File: config.mk
export PLATFORM = sky130hd
export DESIGN_NAME = two_sensor_read_sequencer
export DESIGN_NICKNAME = d
export VERILOG_FILES = /design/src/design/tsrs_pkg.sv /design/src/design/tsrs_cfg.sv /design/src/design/tsrs_in_stage.sv /design/src/design/tsrs_core.sv /design/src/design/tsrs_out_stage.sv /design/src/design/two_sensor_read_sequencer.sv
export VERILOG_INCLUDE_DIRS = /design/src /design/src/design
export SDC_FILE = /design/constraint.sdc
export NUM_CORES = 1
export LEC_CHECK = 0
export BUFFER_PORTS_ARGS = -buffer_cell sky130_fd_sc_hd__clkbuf_2
export CAP_MARGIN = 25
export CORE_AREA = 8 8 248 274
export CTS_CLUSTER_SIZE = 30
export DETAILED_ROUTE_END_ITERATION = 8
export DIE_AREA = 0 0 256 282
export GPL_TIMING_DRIVEN = 0
export HOLD_SLACK_MARGIN = 0.15
export MAX_ROUTING_LAYER = met4
export PLACE_DENSITY = 0.67
export SETUP_SLACK_MARGIN = 0.15
export SLEW_MARGIN = 10
export SYNTH_ARGS = -nofsm -noshare
export SYNTH_HDL_FRONTEND = slang
export SYNTH_HIERARCHICAL = 1
export SYNTH_SLANG_ARGS = --single-unit
File: constraint.sdc
create_clock -name clk -period 30 [get_ports clk]
set_clock_uncertainty 0.2 [all_clocks]
set_input_delay 1.5 -clock clk [delete_from_list [all_inputs] [get_ports clk]]
set_output_delay 1.5 -clock clk [all_outputs]
set_load 0.005 [all_outputs]
File: src/design/two_sensor_read_sequencer_macros.svh
// assertion macros for the two-sensor read sequencer
// included by the top level, no other dependencies
`ifndef TWO_SENSOR_READ_SEQUENCER_MACROS_SVH
`define TWO_SENSOR_READ_SEQUENCER_MACROS_SVH

// same-cycle implication, checked outside reset
`define TSRS_ASSERT_NOW(label, clk, rst, ante, cons) \
  label: assert property (@(posedge clk) disable iff (rst) (ante) |-> (cons)) \
    else $error("same-cycle check failed");

// next-cycle implication, checked outside reset
`define TSRS_ASSERT_NEXT(label, clk, rst, ante, cons) \
  label: assert property (@(posedge clk) disable iff (rst) (ante) |=> (cons)) \
    else $error("next-cycle check failed");

`endif

File: src/design/tsrs_pkg.sv
// shared types, codes and constants for the two-sensor read sequencer
// no dependencies
package tsrs_pkg;

  localparam int TIME_BITS = 32;

  typedef logic [TIME_BITS-1:0] time_t;

  // word kinds
  localparam logic [1:0] KIND_TICK = 2'd0;
  localparam logic [1:0] KIND_TX   = 2'd1;
  localparam logic [1:0] KIND_RX   = 2'd2;

  // sequencer phases
  localparam logic [2:0] PH_IDLE  = 3'd0;
  localparam logic [2:0] PH_HTX   = 3'd1;
  localparam logic [2:0] PH_HWAIT = 3'd2;
  localparam logic [2:0] PH_HRX   = 3'd3;
  localparam logic [2:0] PH_GTX   = 3'd4;
  localparam logic [2:0] PH_GWAIT = 3'd5;
  localparam logic [2:0] PH_GRX   = 3'd6;
  localparam logic [2:0] PH_PROC  = 3'd7;

  // bus commands, also used for the pending transfer
  localparam logic [2:0] CMD_NONE = 3'd0;
  localparam logic [2:0] CMD_HTX  = 3'd1;
  localparam logic [2:0] CMD_HRX  = 3'd2;
  localparam logic [2:0] CMD_GTX  = 3'd3;
  localparam logic [2:0] CMD_GRX  = 3'd4;

  // result status
  localparam logic [1:0] ST_READY     = 2'd0;
  localparam logic [1:0] ST_NO_UPDATE = 2'd1;
  localparam logic [1:0] ST_HUM_FAIL  = 2'd2;
  localparam logic [1:0] ST_GAS_FAIL  = 2'd3;

  // configuration register indexes
  localparam logic [1:0] REG_SAMPLE_PERIOD = 2'd0;
  localparam logic [1:0] REG_TIMEOUT       = 2'd1;
  localparam logic [1:0] REG_HUM_DELAY     = 2'd2;
  localparam logic [1:0] REG_GAS_DELAY     = 2'd3;

  // reset values
  localparam logic [31:0] SAMPLE_PERIOD_RESET = 32'd1000;
  localparam logic [15:0] TIMEOUT_RESET       = 16'd50;
  localparam logic [15:0] HUM_DELAY_RESET     = 16'd16;
  localparam logic [15:0] GAS_DELAY_RESET     = 16'd30;
  localparam logic [15:0] HUMIDITY_RESET      = 16'h8000;
  localparam logic [15:0] TEMPERATURE_RESET   = 16'h6666;

  typedef struct packed {
    logic [31:0] cycle_period;
    logic [15:0] transfer_timeout_ms;
    logic [15:0] humidity_delay_ms;
    logic [15:0] gas_delay_ms;
  } cfg_t;

  typedef struct packed {
    logic [1:0]  kind;
    logic [31:0] now_ms;
    logic        bus_match;
    logic        launch_ok;
    logic        response_ok;
    logic [15:0] humidity_raw_in;
    logic [15:0] temperature_raw_in;
    logic [15:0] gas_raw_in;
  } item_t;

  typedef struct packed {
    logic [1:0]  status;
    logic [2:0]  command;
    logic [15:0] comp_humidity;
    logic [15:0] comp_temperature;
    logic [15:0] gas_raw;
    logic        sample_valid;
    logic [31:0] good_cycles;
    logic [31:0] failed_cycles;
    logic [31:0] timeouts;
    logic [31:0] humidity_reads_ok;
    logic [31:0] humidity_read_errors;
  } result_t;

endpackage

File: src/design/tsrs_cfg.sv
// configuration registers of the two-sensor read sequencer
// depends on tsrs_pkg
module tsrs_cfg (
  input  logic           clk,
  input  logic           rst,
  input  logic           cfg_write,
  input  logic [1:0]     cfg_index,
  input  logic [31:0]    cfg_data,
  output tsrs_pkg::cfg_t cfg
);

  always_ff @(posedge clk) begin
    if (rst) begin
      cfg.cycle_period        <= tsrs_pkg::SAMPLE_PERIOD_RESET;
      cfg.transfer_timeout_ms <= tsrs_pkg::TIMEOUT_RESET;
      cfg.humidity_delay_ms   <= tsrs_pkg::HUM_DELAY_RESET;
      cfg.gas_delay_ms        <= tsrs_pkg::GAS_DELAY_RESET;
    end else if (cfg_write) begin
      unique case (cfg_index)
        tsrs_pkg::REG_SAMPLE_PERIOD: cfg.cycle_period        <= cfg_data;
        tsrs_pkg::REG_TIMEOUT:       cfg.transfer_timeout_ms <= cfg_data[15:0];
        tsrs_pkg::REG_HUM_DELAY:     cfg.humidity_delay_ms   <= cfg_data[15:0];
        tsrs_pkg::REG_GAS_DELAY:     cfg.gas_delay_ms        <= cfg_data[15:0];
      endcase
    end
  end

endmodule

File: src/design/tsrs_in_stage.sv
// input register of the two-sensor read sequencer
// depends on tsrs_pkg
module tsrs_in_stage (
  input  logic            clk,
  input  logic            rst,
  input  logic            in_valid,
  output logic            in_stall,
  input  tsrs_pkg::item_t in_item,
  input  logic            fire,
  output logic            full,
  output tsrs_pkg::item_t item
);

  // stall unless the stage is empty or the held word leaves this cycle
  assign in_stall = full && !fire;

  always_ff @(posedge clk) begin
    if (rst) begin
      full <= 1'b0;
    end else if (in_valid && !in_stall) begin
      full <= 1'b1;
    end else if (fire) begin
      full <= 1'b0;
    end
  end

  always_ff @(posedge clk) begin
    if (in_valid && !in_stall) begin
      item <= in_item;
    end
  end

endmodule

File: src/design/tsrs_core.sv
// sequencer state and per-word step logic
// depends on tsrs_pkg
module tsrs_core (
  input  logic              clk,
  input  logic              rst,
  input  logic              fire,
  input  tsrs_pkg::item_t   item,
  input  tsrs_pkg::cfg_t    cfg,
  output tsrs_pkg::result_t result_next
);

  logic [2:0]      phase, phase_next;
  tsrs_pkg::time_t last_start, last_start_next;
  tsrs_pkg::time_t entry_time, entry_time_next;
  logic [2:0]      pending, pending_next;
  logic            finished, finished_next;
  logic [15:0]     held_hum, held_hum_next;
  logic [15:0]     held_temp, held_temp_next;
  logic [15:0]     held_gas, held_gas_next;
  logic            gas_seen, gas_seen_next;
  logic [31:0]     ok_cnt, ok_cnt_next;
  logic [31:0]     fail_cnt, fail_cnt_next;
  logic [31:0]     tmo_cnt, tmo_cnt_next;
  logic [31:0]     hum_ok_cnt, hum_ok_cnt_next;
  logic [31:0]     hum_fail_cnt, hum_fail_cnt_next;

  tsrs_pkg::time_t now_t;
  tsrs_pkg::time_t dt;
  tsrs_pkg::time_t since_start;
  logic            timed_out;

  assign now_t       = item.now_ms[tsrs_pkg::TIME_BITS-1:0];
  assign dt          = now_t - entry_time;
  assign since_start = now_t - last_start;
  assign timed_out   = 32'(dt) > 32'(cfg.transfer_timeout_ms);

  always_comb begin
    logic [1:0] status;
    logic [2:0] command;
    logic       hum_fail;
    logic       gas_fail;

    phase_next        = phase;
    last_start_next   = last_start;
    entry_time_next   = entry_time;
    pending_next      = pending;
    finished_next     = finished;
    held_hum_next     = held_hum;
    held_temp_next    = held_temp;
    held_gas_next     = held_gas;
    gas_seen_next     = gas_seen;
    ok_cnt_next       = ok_cnt;
    fail_cnt_next     = fail_cnt;
    tmo_cnt_next      = tmo_cnt;
    hum_ok_cnt_next   = hum_ok_cnt;
    hum_fail_cnt_next = hum_fail_cnt;
    status            = tsrs_pkg::ST_NO_UPDATE;
    command           = tsrs_pkg::CMD_NONE;
    hum_fail          = 1'b0;
    gas_fail          = 1'b0;

    if (fire) begin
      case (item.kind)
        tsrs_pkg::KIND_TX: begin
          if (item.bus_match && (pending == tsrs_pkg::CMD_HTX ||
                                 pending == tsrs_pkg::CMD_GTX)) begin
            finished_next = 1'b1;
          end
        end
        tsrs_pkg::KIND_RX: begin
          if (item.bus_match && (pending == tsrs_pkg::CMD_HRX ||
                                 pending == tsrs_pkg::CMD_GRX)) begin
            finished_next = 1'b1;
          end
        end
        tsrs_pkg::KIND_TICK: begin
          unique case (phase) inside
            tsrs_pkg::PH_IDLE: begin
              if (32'(since_start) >= cfg.cycle_period) begin
                last_start_next = now_t;
                finished_next   = 1'b0;
                pending_next    = tsrs_pkg::CMD_HTX;
                command         = tsrs_pkg::CMD_HTX;
                if (!item.launch_ok) begin
                  hum_fail = 1'b1;
                end else begin
                  phase_next      = tsrs_pkg::PH_HTX;
                  entry_time_next = now_t;
                end
              end
            end
            tsrs_pkg::PH_HTX, tsrs_pkg::PH_GTX: begin
              if (finished) begin
                pending_next    = tsrs_pkg::CMD_NONE;
                finished_next   = 1'b0;
                phase_next      = (phase == tsrs_pkg::PH_HTX) ? tsrs_pkg::PH_HWAIT
                                                               : tsrs_pkg::PH_GWAIT;
                entry_time_next = now_t;
              end else if (timed_out) begin
                tmo_cnt_next = tmo_cnt + 32'd1;
                hum_fail     = (phase == tsrs_pkg::PH_HTX);
                gas_fail     = (phase != tsrs_pkg::PH_HTX);
              end
            end
            tsrs_pkg::PH_HWAIT: begin
              if (32'(dt) >= 32'(cfg.humidity_delay_ms)) begin
                pending_next  = tsrs_pkg::CMD_HRX;
                finished_next = 1'b0;
                command       = tsrs_pkg::CMD_HRX;
                if (!item.launch_ok) begin
                  hum_fail = 1'b1;
                end else begin
                  phase_next      = tsrs_pkg::PH_HRX;
                  entry_time_next = now_t;
                end
              end
            end
            tsrs_pkg::PH_HRX: begin
              if (!finished) begin
                if (timed_out) begin
                  tmo_cnt_next = tmo_cnt + 32'd1;
                  hum_fail     = 1'b1;
                end
              end else if (!item.response_ok) begin
                hum_fail = 1'b1;
              end else begin
                held_hum_next   = item.humidity_raw_in;
                held_temp_next  = item.temperature_raw_in;
                hum_ok_cnt_next = hum_ok_cnt + 32'd1;
                pending_next    = tsrs_pkg::CMD_GTX;
                finished_next   = 1'b0;
                command         = tsrs_pkg::CMD_GTX;
                if (!item.launch_ok) begin
                  gas_fail = 1'b1;
                end else begin
                  phase_next      = tsrs_pkg::PH_GTX;
                  entry_time_next = now_t;
                end
              end
            end
            tsrs_pkg::PH_GWAIT: begin
              if (32'(dt) >= 32'(cfg.gas_delay_ms)) begin
                pending_next  = tsrs_pkg::CMD_GRX;
                finished_next = 1'b0;
                command       = tsrs_pkg::CMD_GRX;
                if (!item.launch_ok) begin
                  gas_fail = 1'b1;
                end else begin
                  phase_next      = tsrs_pkg::PH_GRX;
                  entry_time_next = now_t;
                end
              end
            end
            tsrs_pkg::PH_GRX: begin
              if (!finished) begin
                if (timed_out) begin
                  tmo_cnt_next = tmo_cnt + 32'd1;
                  gas_fail     = 1'b1;
                end
              end else begin
                pending_next  = tsrs_pkg::CMD_NONE;
                finished_next = 1'b0;
                if (!item.response_ok) begin
                  gas_fail = 1'b1;
                end else begin
                  held_gas_next   = item.gas_raw_in;
                  phase_next      = tsrs_pkg::PH_PROC;
                  entry_time_next = now_t;
                end
              end
            end
            tsrs_pkg::PH_PROC: begin
              gas_seen_next   = 1'b1;
              ok_cnt_next     = ok_cnt + 32'd1;
              phase_next      = tsrs_pkg::PH_IDLE;
              entry_time_next = now_t;
              status          = tsrs_pkg::ST_READY;
            end
          endcase
        end
        default: begin
        end
      endcase

      // failure exits share one path back to idle
      if (hum_fail || gas_fail) begin
        pending_next    = tsrs_pkg::CMD_NONE;
        finished_next   = 1'b0;
        fail_cnt_next   = fail_cnt + 32'd1;
        phase_next      = tsrs_pkg::PH_IDLE;
        entry_time_next = now_t;
      end
      if (hum_fail) begin
        hum_fail_cnt_next = hum_fail_cnt + 32'd1;
        status            = tsrs_pkg::ST_HUM_FAIL;
      end else if (gas_fail) begin
        status = tsrs_pkg::ST_GAS_FAIL;
      end
    end

    result_next.status               = status;
    result_next.command              = command;
    result_next.comp_humidity        = held_hum_next;
    result_next.comp_temperature     = held_temp_next;
    result_next.gas_raw              = held_gas_next;
    result_next.sample_valid         = gas_seen_next;
    result_next.good_cycles          = ok_cnt_next;
    result_next.failed_cycles        = fail_cnt_next;
    result_next.timeouts             = tmo_cnt_next;
    result_next.humidity_reads_ok    = hum_ok_cnt_next;
    result_next.humidity_read_errors = hum_fail_cnt_next;
  end

  always_ff @(posedge clk) begin
    if (rst) begin
      phase        <= tsrs_pkg::PH_IDLE;
      last_start   <= '0;
      entry_time   <= '0;
      pending      <= tsrs_pkg::CMD_NONE;
      finished     <= 1'b0;
      held_hum     <= tsrs_pkg::HUMIDITY_RESET;
      held_temp    <= tsrs_pkg::TEMPERATURE_RESET;
      held_gas     <= '0;
      gas_seen     <= 1'b0;
      ok_cnt       <= '0;
      fail_cnt     <= '0;
      tmo_cnt      <= '0;
      hum_ok_cnt   <= '0;
      hum_fail_cnt <= '0;
    end else begin
      phase        <= phase_next;
      last_start   <= last_start_next;
      entry_time   <= entry_time_next;
      pending      <= pending_next;
      finished     <= finished_next;
      held_hum     <= held_hum_next;
      held_temp    <= held_temp_next;
      held_gas     <= held_gas_next;
      gas_seen     <= gas_seen_next;
      ok_cnt       <= ok_cnt_next;
      fail_cnt     <= fail_cnt_next;
      tmo_cnt      <= tmo_cnt_next;
      hum_ok_cnt   <= hum_ok_cnt_next;
      hum_fail_cnt <= hum_fail_cnt_next;
    end
  end

endmodule

File: src/design/tsrs_out_stage.sv
// result register of the two-sensor read sequencer
// depends on tsrs_pkg
module tsrs_out_stage (
  input  logic              clk,
  input  logic              rst,
  input  logic              load,
  input  tsrs_pkg::result_t result_next,
  input  logic              out_stall,
  output logic              out_valid,
  output tsrs_pkg::result_t result
);

  always_ff @(posedge clk) begin
    if (rst) begin
      out_valid <= 1'b0;
    end else if (load) begin
      out_valid <= 1'b1;
    end else if (!out_stall) begin
      out_valid <= 1'b0;
    end
  end

  always_ff @(posedge clk) begin
    if (load) begin
      result <= result_next;
    end
  end

endmodule

File: src/design/two_sensor_read_sequencer.sv
// top level of the two-sensor read sequencer
// depends on tsrs_pkg, tsrs_cfg, tsrs_in_stage, tsrs_core, tsrs_out_stage
// and the assertion macros in two_sensor_read_sequencer_macros.svh
//
// channel   direction  handshake            payload
// input     in         in_valid / in_stall  kind, now_ms, flags, raw values
// result    out        out_valid/out_stall  status, command, held values, counters
// config    in         cfg_write            cfg_index, cfg_data
//
// one word per cycle unless out_stall holds the result register; a word waits
// in the input register until it steps, and the step loads the result register
// the step logic between the two registers is a few compares and 32-bit increments
// rst is synchronous: config returns to its defaults, the sequencer to idle
// in_stall rises only when both registers hold words and out_stall is high
`include "two_sensor_read_sequencer_macros.svh"

module two_sensor_read_sequencer (
  input  logic        clk,
  input  logic        rst,
  // config write port
  input  logic        cfg_write,
  input  logic [1:0]  cfg_index,
  input  logic [31:0] cfg_data,
  // input words
  input  logic        in_valid,
  output logic        in_stall,
  input  logic [1:0]  kind,
  input  logic [31:0] now_ms,
  input  logic        bus_match,
  input  logic        launch_ok,
  input  logic        response_ok,
  input  logic [15:0] humidity_raw_in,
  input  logic [15:0] temperature_raw_in,
  input  logic [15:0] gas_raw_in,
  // result words
  output logic        out_valid,
  input  logic        out_stall,
  output logic [1:0]  status,
  output logic [2:0]  command,
  output logic [15:0] comp_humidity,
  output logic [15:0] comp_temperature,
  output logic [15:0] gas_raw,
  output logic        sample_valid,
  output logic [31:0] good_cycles,
  output logic [31:0] failed_cycles,
  output logic [31:0] timeouts,
  output logic [31:0] humidity_reads_ok,
  output logic [31:0] humidity_read_errors
);

  tsrs_pkg::cfg_t    cfg;
  tsrs_pkg::item_t   in_item;
  tsrs_pkg::item_t   item;
  tsrs_pkg::result_t result_next;
  tsrs_pkg::result_t result;
  logic              full;
  logic              fire;

  // gather the input word
  assign in_item.kind               = kind;
  assign in_item.now_ms             = now_ms;
  assign in_item.bus_match          = bus_match;
  assign in_item.launch_ok          = launch_ok;
  assign in_item.response_ok        = response_ok;
  assign in_item.humidity_raw_in    = humidity_raw_in;
  assign in_item.temperature_raw_in = temperature_raw_in;
  assign in_item.gas_raw_in         = gas_raw_in;

  // the held word steps when the result register is free or being drained
  assign fire = full && (!out_valid || !out_stall);

  tsrs_cfg u_cfg (
    .clk       (clk),
    .rst       (rst),
    .cfg_write (cfg_write),
    .cfg_index (cfg_index),
    .cfg_data  (cfg_data),
    .cfg       (cfg)
  );

  tsrs_in_stage u_in (
    .clk      (clk),
    .rst      (rst),
    .in_valid (in_valid),
    .in_stall (in_stall),
    .in_item  (in_item),
    .fire     (fire),
    .full     (full),
    .item     (item)
  );

  tsrs_core u_core (
    .clk         (clk),
    .rst         (rst),
    .fire        (fire),
    .item        (item),
    .cfg         (cfg),
    .result_next (result_next)
  );

  tsrs_out_stage u_out (
    .clk         (clk),
    .rst         (rst),
    .load        (fire),
    .result_next (result_next),
    .out_stall   (out_stall),
    .out_valid   (out_valid),
    .result      (result)
  );

  // scatter the result word
  assign status               = result.status;
  assign command              = result.command;
  assign comp_humidity        = result.comp_humidity;
  assign comp_temperature     = result.comp_temperature;
  assign gas_raw              = result.gas_raw;
  assign sample_valid         = result.sample_valid;
  assign good_cycles          = result.good_cycles;
  assign failed_cycles        = result.failed_cycles;
  assign timeouts             = result.timeouts;
  assign humidity_reads_ok    = result.humidity_reads_ok;
  assign humidity_read_errors = result.humidity_read_errors;

  // a finished cycle always reports a sample and no bus command
  `TSRS_ASSERT_NOW(a_ready_has_sample, clk, rst,
    out_valid && status == tsrs_pkg::ST_READY,
    sample_valid && command == tsrs_pkg::CMD_NONE)

  // stall upstream only while a word is held
  `TSRS_ASSERT_NOW(a_stall_needs_word, clk, rst, in_stall, full)

  // the result register changes only when a word steps
  `TSRS_ASSERT_NEXT(a_result_holds, clk, rst, !fire && out_valid, $stable(result))

  // a held word with room downstream produces a result next cycle
  `TSRS_ASSERT_NEXT(a_fire_gives_result, clk, rst, fire, out_valid)

endmodule
==> Yosys cells after proc, flatten, opt, wreduce, memory -nomap -nowiden <==
Index checks and enable logic that the tools add are counted.
{ "op_classes": {"n_bitwise": 0, "muxes": 113, "mul": 0, "n_addsub": 7, "shift": 0, "n_div": 0, "reduce_logical": 33, "n_eq_ne": 37, "order_cmp": 4} }
{ "ops": {"columns": ["op", "count"], "rows": [
  ["$mux W32", 28],
  ["$mux W16", 15],
  ["$pmux W32 S7", 1],
  ["$add A32 B1 Y32 const B", 5],
  ["$mux W3", 25],
  ["$ge A32 B16 Y1", 2],
  ["$sub A32 B32 Y32", 2],
  ["$mux W1", 35],
  ["$ge A32 B32 Y1", 1],
  ["$gt A32 B16 Y1", 1],
  ["$ne A3 B3 Y1 const B", 9],
  ["$pmux W3 S7", 1],
  ["$eq A3 B3 Y1 const B", 5],
  ["$ne A3 B1 Y1 const B", 5],
  ["$pmux W3 S5", 1],
  ["$reduce_and A14 Y1", 1],
  ["$eq A3 B2 Y1 const B", 4],
  ["$ne A4 B4 Y1 const B", 3],
  ["$pmux W3 S4", 1],
  ["$reduce_and A10 Y1", 1],
  ["$reduce_and A9 Y1", 1],
  ["$pmux W1 S4", 2],
  ["$reduce_and A2 Y1", 4],
  ["$reduce_and A8 Y1", 1],
  ["other kinds (21)", 40]
]} }
{ "word_totals": {"inputBits": 124, "regBits": 661, "latchBits": 0, "wordCells": 234, "rom_bits": 0, "n_memories": 0, "ramBits": 0} }

==> Longest topological paths before layout <==
{ "depth": {"ltp_word": 10, "depth_mapped": 31, "depth_no_buf": 29} }

==> Cells and area by module <==
Netlist, hierarchy kept.
{ "by_module_without_submodules": {"columns": ["module", "seq_area_each_um2", "area_per_inst_um2", "cells_per_inst", "n_inst"], "rows": [
  ["tsrs_core", 5605.4, 18918.1, 2289, 1],
  ["tsrs_out_stage", 6446.2, 6454.9, 217, 1],
  ["tsrs_cfg", 1601.5, 3283.1, 308, 1],
  ["tsrs_in_stage", 2572.5, 2602.5, 89, 1],
  ["two_sensor_read_sequencer", 0.0, 11.3, 1, 1]
]} }

==> Worst setup path before layout <==
OpenSTA, ideal clock, no wires.
{ "synth_path": {"kind": "input-to-reg", "start": "in out_stall", "end": "reg u_in/item[0] (netlist name)", "path_buffers": 0, "slack_ns": 17.641, "stages": 3, "setup_ns": 0.535, "t_arrival_ns": 11.623, "required_time_ns": 29.265, "cell_sequence": "a21boi_2 nor2b_4 nor2b_1"} }
{ "synth_between": {"elab_chain_len": 7} }
{ "synth_rtl": {"columns": ["element", "line", "source"], "rows": [
  ["start: declaration", "two_sensor_read_sequencer.sv:37", "input logic out_stall,"],
  ["$logic_not A1 Y1", null, null],
  ["$logic_or A1 B1 Y1", "two_sensor_read_sequencer.sv:70", "assign fire = full && (!out_valid || !out_stall);"],
  ["$logic_and A1 B1 Y1", "two_sensor_read_sequencer.sv:70", null],
  ["$logic_not A1 Y1", "tsrs_in_stage.sv:15", "assign in_stall = full && !fire;"],
  ["$logic_and A1 B1 Y1", "tsrs_in_stage.sv:15", null],
  ["named net in_stall", "two_sensor_read_sequencer.sv:26", "output logic in_stall,"],
  ["$logic_not A1 Y1", "tsrs_in_stage.sv:28", "if (in_valid && !in_stall) begin"],
  ["$logic_and A1 B1 Y1", "tsrs_in_stage.sv:28", null]
]} }
The timed path passes the listed nets, and every way through them passes these cells.
A chain may end at the register's enable or synchronous reset.

==> impl_metrics.env <==
export IMPL_worst_path_buf_inv=4
export IMPL_portBuffers=339
export IMPL_avgSynthCellArea_um2=10.8
export IMPL_max_cap_viol_count=0
export IMPL_ys_types=86
export IMPL_arrival_ps=8020
export IMPL_place_gp_congestion=0.901
export IMPL_power_density_nw_per_um2=58.0
export IMPL_clkSlewWorstSetupHoldPaths_ps=60
export IMPL_cts_buffer_depth=3
export IMPL_fin_util=0.583
export IMPL_syn_inst=2904
export IMPL_worst_pin_slew_ps=1060
export IMPL_hold_start="u_core/entry_time[21]"
export IMPL_worstPathRequired_ps=30140
export IMPL_root_buffer="clkbuf_16"
export IMPL_power_leakage_nw=15.2
export IMPL_synth_nets=3181
export IMPL_r2r_start="u_in/item[51]"
export IMPL_routed_via_density=5.33
export IMPL_cp_max_fo=10
export IMPL_core_um2=63200
export IMPL_crit_path_start_kind="flop"
export IMPL_placedCellCount=4101
export IMPL_rsz0062_at_grt="no"
export IMPL_pin_count=340
export IMPL_slowest_stage="a2bb2oi_1"
export IMPL_die_width_um=256
export IMPL_grt_pass1_wl_um=125000
export IMPL_die_y_um=282
export IMPL_tritoncts="yes"
export IMPL_rows=97
export IMPL_num_vias=22600
export IMPL_dp_hpwl_um=61200
export IMPL_finalNonFillerCells=4233
export IMPL_crit_start="u_in/item[51]"
export IMPL_cp_end_kind="flop"
export IMPL_synth_warnings=6
export IMPL_grt_usage=0.220
export IMPL_postCtsSetupRepairBufs=0
export IMPL_grt_overflow_total=0
export IMPL_min_period_ps=7880
export IMPL_maxSlewViolCount=0
export IMPL_wl_per_cell_um=18.8
export IMPL_outcome="finished, final reports clean"
export IMPL_grt_pass1_vias=23100
export IMPL_drt_first_pass_iters=5
export IMPL_ir_drop_v=0.0000490
export IMPL_first_iter_violations=1226
export IMPL_fin_setup_tns_ps=0
export IMPL_cts_resized=0
export IMPL_final_common_cell="dfxtp_1"
export IMPL_drc=0
export IMPL_drive_gt1_frac=0.182
export IMPL_setup_viol=0
export IMPL_synth_edff_count=299
export IMPL_synthFlopType="dfxtp_1"
export IMPL_yosysSeqAreaShare=0.519
export IMPL_synthArstFlopShare=0
export IMPL_antenna_found_initial=3
export IMPL_min_path_type="reg2reg"
export IMPL_syn2layout_area_growth_pct=17.9
export IMPL_initial_core_util=0.495
export IMPL_critPathMaxStageDelay_ps=500
export IMPL_period_share=0.263
export IMPL_fmax_mhz=127
export IMPL_final_cell_mix="dfxtp_1, clkbuf_2, edfxtp_1, nand2_1, nor2_1"
export IMPL_fin_nets=3610
export IMPL_synthesis_area_um2=31300
export IMPL_cts_made_buffers=70
export IMPL_ant_nets=0
export IMPL_ys_ff_latch=661
export IMPL_clk_latency_ps=600
export IMPL_fp_dieArea_um2=72200
export IMPL_cts_max_level=3
export IMPL_max_slew_margin=0.291
export IMPL_cts_hold_fix_buffers=0
export IMPL_critPathTopFamily="compound AO/OA/AOI/OAI gates"
export IMPL_grt_max_degree=30
export IMPL_crit_type="reg2reg"
export IMPL_clkSinkCount=661
export IMPL_finalHoldViolCount=0
export IMPL_routed_wl_um=79500
-- cell families (layout without fill, tap and decap cells) --
kind of cell,after synthesis,count (layout),synth area share
other cells,0,2,0
fa+ha+maj,153,153,0.0617
flops,661,661,0.519
xor+xnor,182,182,0.0510
compound gates,353,353,0.0774
simple gates,1029,1029,0.173
mux,235,235,0.0793
buf+inv,291,777,0.0389
-- worst register-to-register path: cells and delay by family, from the launching register on --
kind / cells / cell delay [ps]
AOI/OAI and AO/OA: 14 / 3850
buffers and inverters: 4 / 1000
adders and majority gates: 3 / 930
and+or+nand+nor: 6 / 910
DFF: 1 / 450
xor gates and xnor gates: 2 / 320
-- per-layer routing --
metal	track usage	vias up	routed length, um
met5	-	-	0
met4	0.0667	0	1970
met3	0.0381	134	3690
met2	0.381	561	39900
met1	0.260	10800	33900
li1	-	11100	-
-- cell usage after synthesis, types with 7 or more instances --
library cell	n	area, um^2
o21ai_1	12	60.1
o211ai_1	16	120
a21oi_1	95	475
and2_1	157	982
o31ai_1	15	113
o21a_1	20	150
nand2b_1	118	738
nor4_1	20	125
o21ai_0	42	210
edfxtp_1	299	8980
or4_1	17	128
nand3_1	77	385
buf_2	11	55.1
nand4_1	54	338
ha_1	151	1890
inv_1	178	668
dfxtp_1	362	7250
a21o_1	43	323
clkbuf_1	80	300
a211o_1	8	70.1
a31oi_1	13	81.3
buf_6	13	146
o21bai_1	7	52.6
a211oi_1	10	75.1
nor3_1	50	250
nor2_1	187	702
xor2_1	63	552
and3_1	56	350
mux2i_1	144	1440
or3_1	16	100
mux2_2	84	946
nor2b_1	54	338
xnor2_1	119	1040
nand2_1	195	732
-- power by group --
| part | leakage [nW] | total [mW] | internal, mW | switching, mW |
|---|---|---|---|---|
| registers | 5.69 | 0.989 | 0.973 | 0.0162 |
| clock network | 1.20 | 0.910 | 0.544 | 0.366 |
| logic | 8.33 | 0.238 | 0.0972 | 0.141 |
| total | 15.2 | 2.14 | 1.61 | 0.523 |
-- registers in the layout, indices dropped and copies added (netlist names), 16 cells and up --
register	count
u_cfg/cfg	80
u_core/entry_time	32
u_core/fail_cnt	32
u_core/held_gas	16
u_core/held_hum	16
u_core/held_temp	16
u_core/hum_fail_cnt	32
u_core/hum_ok_cnt	32
u_core/last_start	32
u_core/ok_cnt	32
u_core/tmo_cnt	32
u_in/item	85
u_out/result	214
-- cell type report --
type	count	area, um^2
Antenna cell	2	5.00
Buffer	112	543
Clock buffer	87	1940
Clock inverter	42	509
Fill cell	5259	26400
Inverter	179	672
Multi-Input combinational cell	1952	13800
Sequential cell	661	16200
Tap cell	841	1050
Timing Repair Buffer	357	2070
-- final timing paths --
check                                to  depth (start not counted)  slack [ps]
setup / recovery       u_out/result[14]                         29       22120
hold / removal    u_core/entry_time[21]                          2         260
hold reg to reg   u_core/entry_time[21]                          2         260
setup reg to reg       u_out/result[14]                         29       22120
-- through the flow --
stage	hold slack, ps	area (um^2)	setup WS, ps	power [mW]
2_1_floorplan	238	31300	17640	1.16
3_3_place_gp	245	34000	12470	1.24
3_5_place_dp	253	34400	22390	1.25
4_1_cts	261	36900	22360	2.16
5_1_grt	277	36900	21690	2.22
6_report	258	36900	22120	2.14
No activity file was read; power rests on OpenSTA's default activity.
